$ cat config.mk
export PLATFORM = sky130hd
export DESIGN_NAME = crcfc_core
export DESIGN_NICKNAME = d
export VERILOG_FILES = /design/src/crcfc_pkg.sv /design/src/crcfc_core.sv
export SDC_FILE = /design/constraint.sdc
export NUM_CORES = 1
export LEC_CHECK = 0
export BUFFER_PORTS_ARGS = -buffer_cell sky130_fd_sc_hd__buf_2
export CAP_MARGIN = 20
export CELL_PAD_IN_SITES_DETAIL_PLACEMENT = 1
export CELL_PAD_IN_SITES_GLOBAL_PLACEMENT = 2
export CORE_AREA = 2 2 112 103
export CTS_BUF_LIST = sky130_fd_sc_hd__clkbuf_8
export DETAILED_ROUTE_END_ITERATION = 8
export DIE_AREA = 0 0 114 105
export PLACE_DENSITY = 0.89
export SYNTH_ARGS = -nofsm -noshare
export SYNTH_HDL_FRONTEND = slang
export SYNTH_SLANG_ARGS = --single-unit
export TNS_END_PERCENT = 30
$ cat constraint.sdc
create_clock -name clk -period 3.2 [get_ports clk]
set_input_delay 0.16 -clock clk [delete_from_list [all_inputs] [get_ports clk]]
set_output_delay 0.16 -clock clk [all_outputs]
set_load 0.02 [all_outputs]
$ cat src/crcfc_pkg.sv
// shared types, codes and the crc-8 byte update for the command framer / reply checker
package crcfc_pkg;

  // frame room in bytes, crc byte included
  localparam int FRAME_BYTES = 32;
  localparam logic [7:0] FRAME_SLOTS = 8'(FRAME_BYTES - 2);

  localparam logic [7:0] CRC_POLY = 8'h07;
  localparam logic [7:0] ERR_FLAG = 8'h80;

  typedef enum logic [2:0] {
    PH_IDLE = 3'd0,
    PH_REQ  = 3'd1,
    PH_RLEN = 3'd2,
    PH_RPAY = 3'd3,
    PH_RCRC = 3'd4
  } phase_t;

  typedef enum logic [1:0] {
    KIND_REQ    = 2'd0,
    KIND_PAY    = 2'd1,
    KIND_STATUS = 2'd2
  } kind_t;

  typedef enum logic [2:0] {
    ST_OK       = 3'd0,
    ST_BAD_ECHO = 3'd1,
    ST_CRC_ERR  = 3'd2,
    ST_DEV_ERR  = 3'd3,
    ST_TOO_LONG = 3'd4
  } status_t;

  // one result transaction
  typedef struct packed {
    kind_t       kind;
    logic [7:0]  data;
    status_t     status;
    logic        last;
  } res_t;

  // results produced by one input transaction, r0 first
  typedef struct packed {
    logic [1:0] n;
    res_t       r0;
    res_t       r1;
  } push_t;

  // crc seeds for write and read address bytes
  typedef struct packed {
    logic [7:0] wr;
    logic [7:0] rd;
  } seed_t;

  // crc-8, msb first, no reflection, no final xor
  function automatic logic [7:0] crc8_byte(input logic [7:0] crc, input logic [7:0] b);
    logic [7:0] c;
    c = crc ^ b;
    for (int i = 0; i < 8; i++) begin
      c = c[7] ? ((c << 1) ^ CRC_POLY) : (c << 1);
    end
    return c;
  endfunction

endpackage

$ cat src/crcfc_core.sv
// input register, packet state and per-byte framing / checking logic
module crcfc_core
  import crcfc_pkg::*;
(
  input  logic       clk,
  input  logic       rst_n,
  input  seed_t      seed,
  input  logic       in_valid,
  output logic       in_ready,
  input  logic       in_op,
  input  logic [7:0] in_byte,
  input  logic       in_first,
  input  logic       in_last,
  input  logic [4:0] in_limit,
  input  logic       q_room,
  output push_t      push
);

  // input register
  logic       inv_r;
  logic       inv_nxt;
  logic       op_r;
  logic [7:0] byte_r;
  logic       first_r;
  logic       last_r;
  logic [4:0] limit_r;

  // packet state
  phase_t     phase_r, phase_nxt;
  logic [7:0] crc_r, crc_nxt;
  logic [7:0] cmd_r, cmd_nxt;
  logic       err_r, err_nxt;
  logic [7:0] dlen_r, dlen_nxt;
  logic [7:0] left_r, left_nxt;
  logic [4:0] lim_r, lim_nxt;

  logic       fire;
  logic       take;
  logic [7:0] crc_in;
  logic [7:0] left_dec;
  res_t       res0, res1;
  logic [1:0] n;

  assign fire     = inv_r && q_room;
  assign in_ready = !inv_r || q_room;
  assign left_dec = left_r - 8'd1;

  always_comb begin
    inv_nxt = inv_r;
    if (in_valid && in_ready) begin
      inv_nxt = 1'b1;
    end else if (fire) begin
      inv_nxt = 1'b0;
    end
  end

  always_ff @(posedge clk) begin
    if (!rst_n) begin
      inv_r <= 1'b0;
    end else begin
      inv_r <= inv_nxt;
    end
  end

  always_ff @(posedge clk) begin
    if (in_valid && in_ready) begin
      op_r    <= in_op;
      byte_r  <= in_byte;
      first_r <= in_first;
      last_r  <= in_last;
      limit_r <= in_limit;
    end
  end

  // crc base for this byte: fresh seed on a packet start
  always_comb begin
    if (first_r) begin
      crc_in = op_r ? seed.rd : seed.wr;
    end else begin
      crc_in = crc_r;
    end
  end

  // state update and result generation
  always_comb begin
    phase_nxt = phase_r;
    crc_nxt   = crc_r;
    cmd_nxt   = cmd_r;
    err_nxt   = err_r;
    dlen_nxt  = dlen_r;
    left_nxt  = left_r;
    lim_nxt   = lim_r;
    take      = 1'b0;
    n         = 2'd0;
    res0      = '{kind: KIND_REQ, data: byte_r, status: ST_OK, last: 1'b1};
    res1      = '{kind: KIND_REQ, data: 8'h00, status: ST_OK, last: 1'b1};

    if (!op_r) begin
      // request byte
      if (first_r || phase_r == PH_REQ) begin
        if (first_r) begin
          cmd_nxt   = byte_r;
          left_nxt  = FRAME_SLOTS;
          phase_nxt = PH_REQ;
          take      = 1'b1;
          crc_nxt   = crc_in;
        end else begin
          take = (left_r != 8'd0);
          if (take) begin
            left_nxt = left_dec;
          end
        end
        if (take) begin
          crc_nxt   = crc8_byte(crc_in, byte_r);
          res0.last = !last_r;
        end
        // crc appended after the last byte
        if (last_r) begin
          phase_nxt = PH_IDLE;
          if (take) begin
            n         = 2'd2;
            res1.data = crc_nxt;
          end else begin
            n         = 2'd1;
            res0.data = crc_nxt;
          end
        end else if (take) begin
          n = 2'd1;
        end
      end
    end else if (first_r) begin
      // echo byte opens a reply
      lim_nxt  = limit_r;
      crc_nxt  = crc8_byte(crc_in, byte_r);
      dlen_nxt = 8'd0;
      left_nxt = 8'd0;
      err_nxt  = 1'b0;
      if (byte_r == (cmd_r | ERR_FLAG)) begin
        err_nxt   = 1'b1;
        phase_nxt = PH_RLEN;
      end else if (byte_r == cmd_r) begin
        phase_nxt = PH_RLEN;
      end else begin
        phase_nxt = PH_IDLE;
        n         = 2'd1;
        res0      = '{kind: KIND_STATUS, data: 8'h00, status: ST_BAD_ECHO, last: 1'b1};
      end
    end else begin
      unique case (phase_r)
        PH_RLEN: begin
          crc_nxt  = crc8_byte(crc_r, byte_r);
          dlen_nxt = byte_r;
          if (err_r || byte_r == 8'd0) begin
            left_nxt  = 8'd0;
            phase_nxt = PH_RCRC;
          end else begin
            left_nxt  = byte_r;
            phase_nxt = PH_RPAY;
          end
        end
        PH_RPAY: begin
          crc_nxt  = crc8_byte(crc_r, byte_r);
          left_nxt = left_dec;
          if (dlen_r <= {3'b000, lim_r}) begin
            n    = 2'd1;
            res0 = '{kind: KIND_PAY, data: byte_r, status: ST_OK, last: 1'b1};
          end
          if (left_dec == 8'd0) begin
            phase_nxt = PH_RCRC;
          end
        end
        PH_RCRC: begin
          n         = 2'd1;
          phase_nxt = PH_IDLE;
          res0.kind = KIND_STATUS;
          res0.data = dlen_r;
          if (byte_r != crc_r) begin
            res0.data   = 8'h00;
            res0.status = ST_CRC_ERR;
          end else if (err_r) begin
            res0.status = ST_DEV_ERR;
          end else if (dlen_r > {3'b000, lim_r}) begin
            res0.status = ST_TOO_LONG;
          end else begin
            res0.status = ST_OK;
          end
        end
        default: begin
        end
      endcase
    end
  end

  always_ff @(posedge clk) begin
    if (!rst_n) begin
      phase_r <= PH_IDLE;
      crc_r   <= 8'h00;
      cmd_r   <= 8'h00;
      err_r   <= 1'b0;
      dlen_r  <= 8'h00;
      left_r  <= 8'h00;
      lim_r   <= 5'd0;
    end else if (fire) begin
      phase_r <= phase_nxt;
      crc_r   <= crc_nxt;
      cmd_r   <= cmd_nxt;
      err_r   <= err_nxt;
      dlen_r  <= dlen_nxt;
      left_r  <= left_nxt;
      lim_r   <= lim_nxt;
    end
  end

  assign push.n  = fire ? n : 2'd0;
  assign push.r0 = res0;
  assign push.r1 = res1;

endmodule

==> out/qor_table.md <==
| Metric | Reported |
|---|---|
| Worst Setup End Kind | primary output |
| Final critical-path setup slack | 0.194 ns |
| TritonCTS clock tree | yes |
| Setup Skew | 0.0174 ns |
| Antenna diode count | 0 |
| Total via count in the routed design | 3667 |
| Row cnt | 36 |
| Synth Register Bits | 58 |
| Xor/xnor cell area share of the yosys netlist | 0.123 |
| Synth Instances | 469 |
| Count of unresolved DRC violations after routing | 0 |
| Post-route clock period utilization | 0.939 |
| Wire length of the first global-routing pass | 20.8 mm |
| NumNets Final | 585 |
| Area inside the core boundary | 0.0107 mm² |
| Share of synthesized flip-flops with an asynchronous set or reset | 0 |
| Count of pins on the block boundary | 67 |
| Clock period minus final worst setup slack | 3.01 ns |
| Number of endpoints failing setup at the final stage | 0 |
| Category of the critical setup timing path | register to primary output |
| Buffers inserted during post-CTS setup optimization | 0 |
| Total CTS buffers | 9 |
| Fmax | 333 MHz |
| Half-perimeter wire length of the detailed placement result | 9.33 mm |
| Per-cell routed wire length | 18.6 µm |
| Final max-slew violation count | 0 |
| Setup repair after global routing missed its margin | no |
| Root buf cell | sky130_fd_sc_hd__clkbuf_8 |
| Worst min-delay path startpoint | in_valid |
| Sequential share of the synthesized area | 0.331 |
| Startpoint type of the worst setup path | register |
| Synth Area in Simple Gates | 0.211 |
| Largest cells by area after synthesis | sky130_fd_sc_hd__dfxtp_1 (21%), sky130_fd_sc_hd__edfxtp_1 (12%), sky130_fd_sc_hd__xnor2_1 (6.6%) |
| Number of hold violations in the final report | 0 |
| Worst EP required | 3.04 ns |
| Clock sink total | 58 |
| End point of the most critical hold path | inv_r$_SDFFE_PN0P_ |
| Fraction of layout cells with a size suffix above 1 | 0.201 |
| Cell count of the worst reg-to-reg path | 8 |
| Synthesized area divided by synthesized cell count | 8.51 µm² |
| Multiplexer share of the synthesized area | 0.0373 |
| Final wirelength | 12.6 mm |
| Routed Antenna Nets | 0 |
| Net load switching power | 674 µW |
| Yosys top cell area share | 0.211 |
| Post-CTS clock slew at the launch and capture registers of the worst setup and hold paths | 0.08 ns |
| Least-Margin Pin Slew | 0.905 ns |
| GRT Resource Usage Total | 0.224 |
| Number of unique standard cell types used by synthesis | 65 |
| Via count of the first global-routing pass | 3867 |
| Worst hold path class | input pin to register |
| Hold Crit Depth | 3 |
| Combinational family with the most area after synthesis | simple AND/OR/NAND/NOR gates |
| Height of the die | 105 µm |
| Post-synth top flop | sky130_fd_sc_hd__dfxtp_1 |
| Total grt overflow | 0 |
| Post-detailed-route via-to-cell ratio | 5.42 |
| Max-cap check violation count | 0 |
| Total internal power | 1430 µW |
| Layout Area Growth over Synthesis | 19.6% |
| Run status | finished, final reports clean |
| Number of iterations in the first detailed-routing pass | 4 |
| Die area | 0.0120 mm² |
| Global placement routability congestion | 0.874 |
| Peak fanout along the critical path | 7 |
| Die width | 114 µm |
| Number of DRC markers in iteration 0 | 166 |
| Commonest cells in the synthesized netlist | sky130_fd_sc_hd__nand2_1 (57), sky130_fd_sc_hd__dfxtp_1 (42), sky130_fd_sc_hd__nor2_1 (32) |
| Top-count cell post-synth | sky130_fd_sc_hd__nand2_1 |
| Leakage dissipation | 0.00193 µW |
| Syn Std Cell Area | 0.00399 mm² |
| Critical Path AT | 2.85 ns |
| Switching power share of the total | 0.320 |
| Register share of total power | 0.389 |
| Clock power share | 0.362 |
| H-tree level count | 3 |
| Fraction of the mapped netlist area in compound gates | 0.195 |
| Quantity of I/O buffers inserted on ports | 60 |
| Post-synthesis adder-cell area fraction | 0.0345 |
| Combinational power share | 0.249 |
| Cell type with the largest total area after synthesis | sky130_fd_sc_hd__dfxtp_1 |
| Number of buffers on the longest clock path | 2 |
| RR Endpoint | left_r[1]$_SDFFE_PN0P_ |
| Count of synthesis-stage warnings from yosys | 0 |
| Critical R2R Launch | op_r$_DFFE_PP_ |
| Setup tns final | 0 ns |
| Post-synth EDFFs | 16 |
| Worst-case register-to-register setup slack | 0.69 ns |
| Clk_lat worst skew | 0.37 ns |
| Worst setup slack before clock tree synthesis | 0.533 ns |
| Worst relative slew slack | 0.397 |
| Worst IR drop on VDD | 0.312 mV |
| Number of antenna violations at the first check in global routing | 0 |
| Largest net degree at the start of global routing | 44 |
| Initial core utilization | 0.372 |
| Power per cell area | 441 mW/mm² |
[area by class of cell]
| type | instances | area (µm²) |
|---|---|---|
| Clock buffer | 9 | 124 |
| Tap cell | 133 | 166 |
| Inverter | 17 | 63.8 |
| Clock inverter | 7 | 85.1 |
| Timing Repair Buffer | 91 | 586 |
| Sequential cell | 58 | 1320 |
| Fill cell | 1271 | 5950 |
| Multi-Input combinational cell | 361 | 2430 |
[cell usage in the layout, fill, tap and decap left out, types with 10 or more instances in the layout]
cell type	count
sky130_fd_sc_hd__a21oi_1	29
sky130_fd_sc_hd__buf_4	14
sky130_fd_sc_hd__nor2b_1	16
sky130_fd_sc_hd__a21boi_0	16
sky130_fd_sc_hd__o21ai_0	18
sky130_fd_sc_hd__edfxtp_1	16
sky130_fd_sc_hd__buf_2	60
sky130_fd_sc_hd__nor2_1	31
sky130_fd_sc_hd__xnor2_1	30
sky130_fd_sc_hd__ha_1	11
sky130_fd_sc_hd__xor2_1	15
sky130_fd_sc_hd__inv_1	16
sky130_fd_sc_hd__dfxtp_1	42
sky130_fd_sc_hd__dlygate4sd3_1	16
sky130_fd_sc_hd__mux2i_1	10
sky130_fd_sc_hd__nand2_1	57
[cells by family after synthesis]
logic type	after synthesis
flops	58
xor+xnor	51
fa+ha+maj	11
buf+inv	54
mux	13
compound gates	114
other cells	2
simple gates	166
[how the worst max path moves through the flow]
stage                           startpoint       end  depth (start not counted)
floorplan              byte_r[2]$_DFFE_PP_  push[24]                          8
global placement       byte_r[7]$_DFFE_PP_  push[21]                          8
detailed placement     byte_r[7]$_DFFE_PP_  push[20]                          8
CTS                    byte_r[7]$_DFFE_PP_  push[20]                          8
global route        left_r[0]$_SDFFE_PN0P_  push[23]                         10
finish              left_r[0]$_SDFFE_PN0P_  push[24]                         10
[registers in the layout, summed over array words and instances (netlist names), 3 cells and up]
| register | cells |
|---|---|
| limit_r | 5 |
| left_r | 8 |
| phase_r | 3 |
| dlen_r | 8 |
| byte_r | 8 |
| crc_r | 8 |
| cmd_r | 8 |
| lim_r | 5 |
[worst max-delay path, stage by stage (launching register included)]
cell and delay, ns:
sky130_fd_sc_hd__dfxtp_1 0.35, sky130_fd_sc_hd__inv_1 0.10, sky130_fd_sc_hd__ha_1 0.23, sky130_fd_sc_hd__or3b_1 0.49
sky130_fd_sc_hd__nor2_2 0.21, sky130_fd_sc_hd__nand2_1 0.17, sky130_fd_sc_hd__nor3_4 0.31, sky130_fd_sc_hd__nor2_1 0.18
sky130_fd_sc_hd__a22oi_1 0.18, sky130_fd_sc_hd__nand2_1 0.10, sky130_fd_sc_hd__buf_2 0.17
[layer usage]
metal | GRT usage | wire length (µm) | part of all wire | vias to the layer above
li1 | - | - | - | 1768
met1 | 0.294 | 5750 | 0.46 | 1813
met2 | 0.377 | 6110 | 0.49 | 70
met3 | 0.0365 | 532 | 0.042 | 16
met4 | 0.0636 | 180 | 0.014 | 0
met5 | 0 | 0 | 0 | -
[power by group through the flow]
| stage | Sequential, µW | Combinational (µW) | Clock (µW) |
|---|---|---|---|
| 6_report | 821 | 524 | 763 |
| 5_1_grt | 824 | 574 | 805 |
| 4_1_cts | 821 | 522 | 773 |
| 3_5_place_dp | 837 | 505 | 0 |
| 3_3_place_gp | 835 | 494 | 0 |
| 2_1_floorplan | 810 | 392 | 0 |
[through the flow]
step	utilization	cell area, µm²	hold WS, ns	std cells	total power, µW
after floorplan	-	4010	0.259	473	1200
after global placement	0.410	4400	0.337	644	1330
after detailed placement	0.410	4400	0.339	644	1340
after CTS	0.445	4770	0.0537	676	2120
after global routing	0.445	4770	0.0747	676	2200
final	0.445	4770	0.0586	676	2110
[timing repair]
item | 4_1_cts | 5_1_grt
endpoints found under the setup margin | 0 | 5
hold endpoints to repair | 16 | 0
hold buffers | 16 | 0
gates resized for setup | 0 | 2
Power figures use the tool's default switching activity.
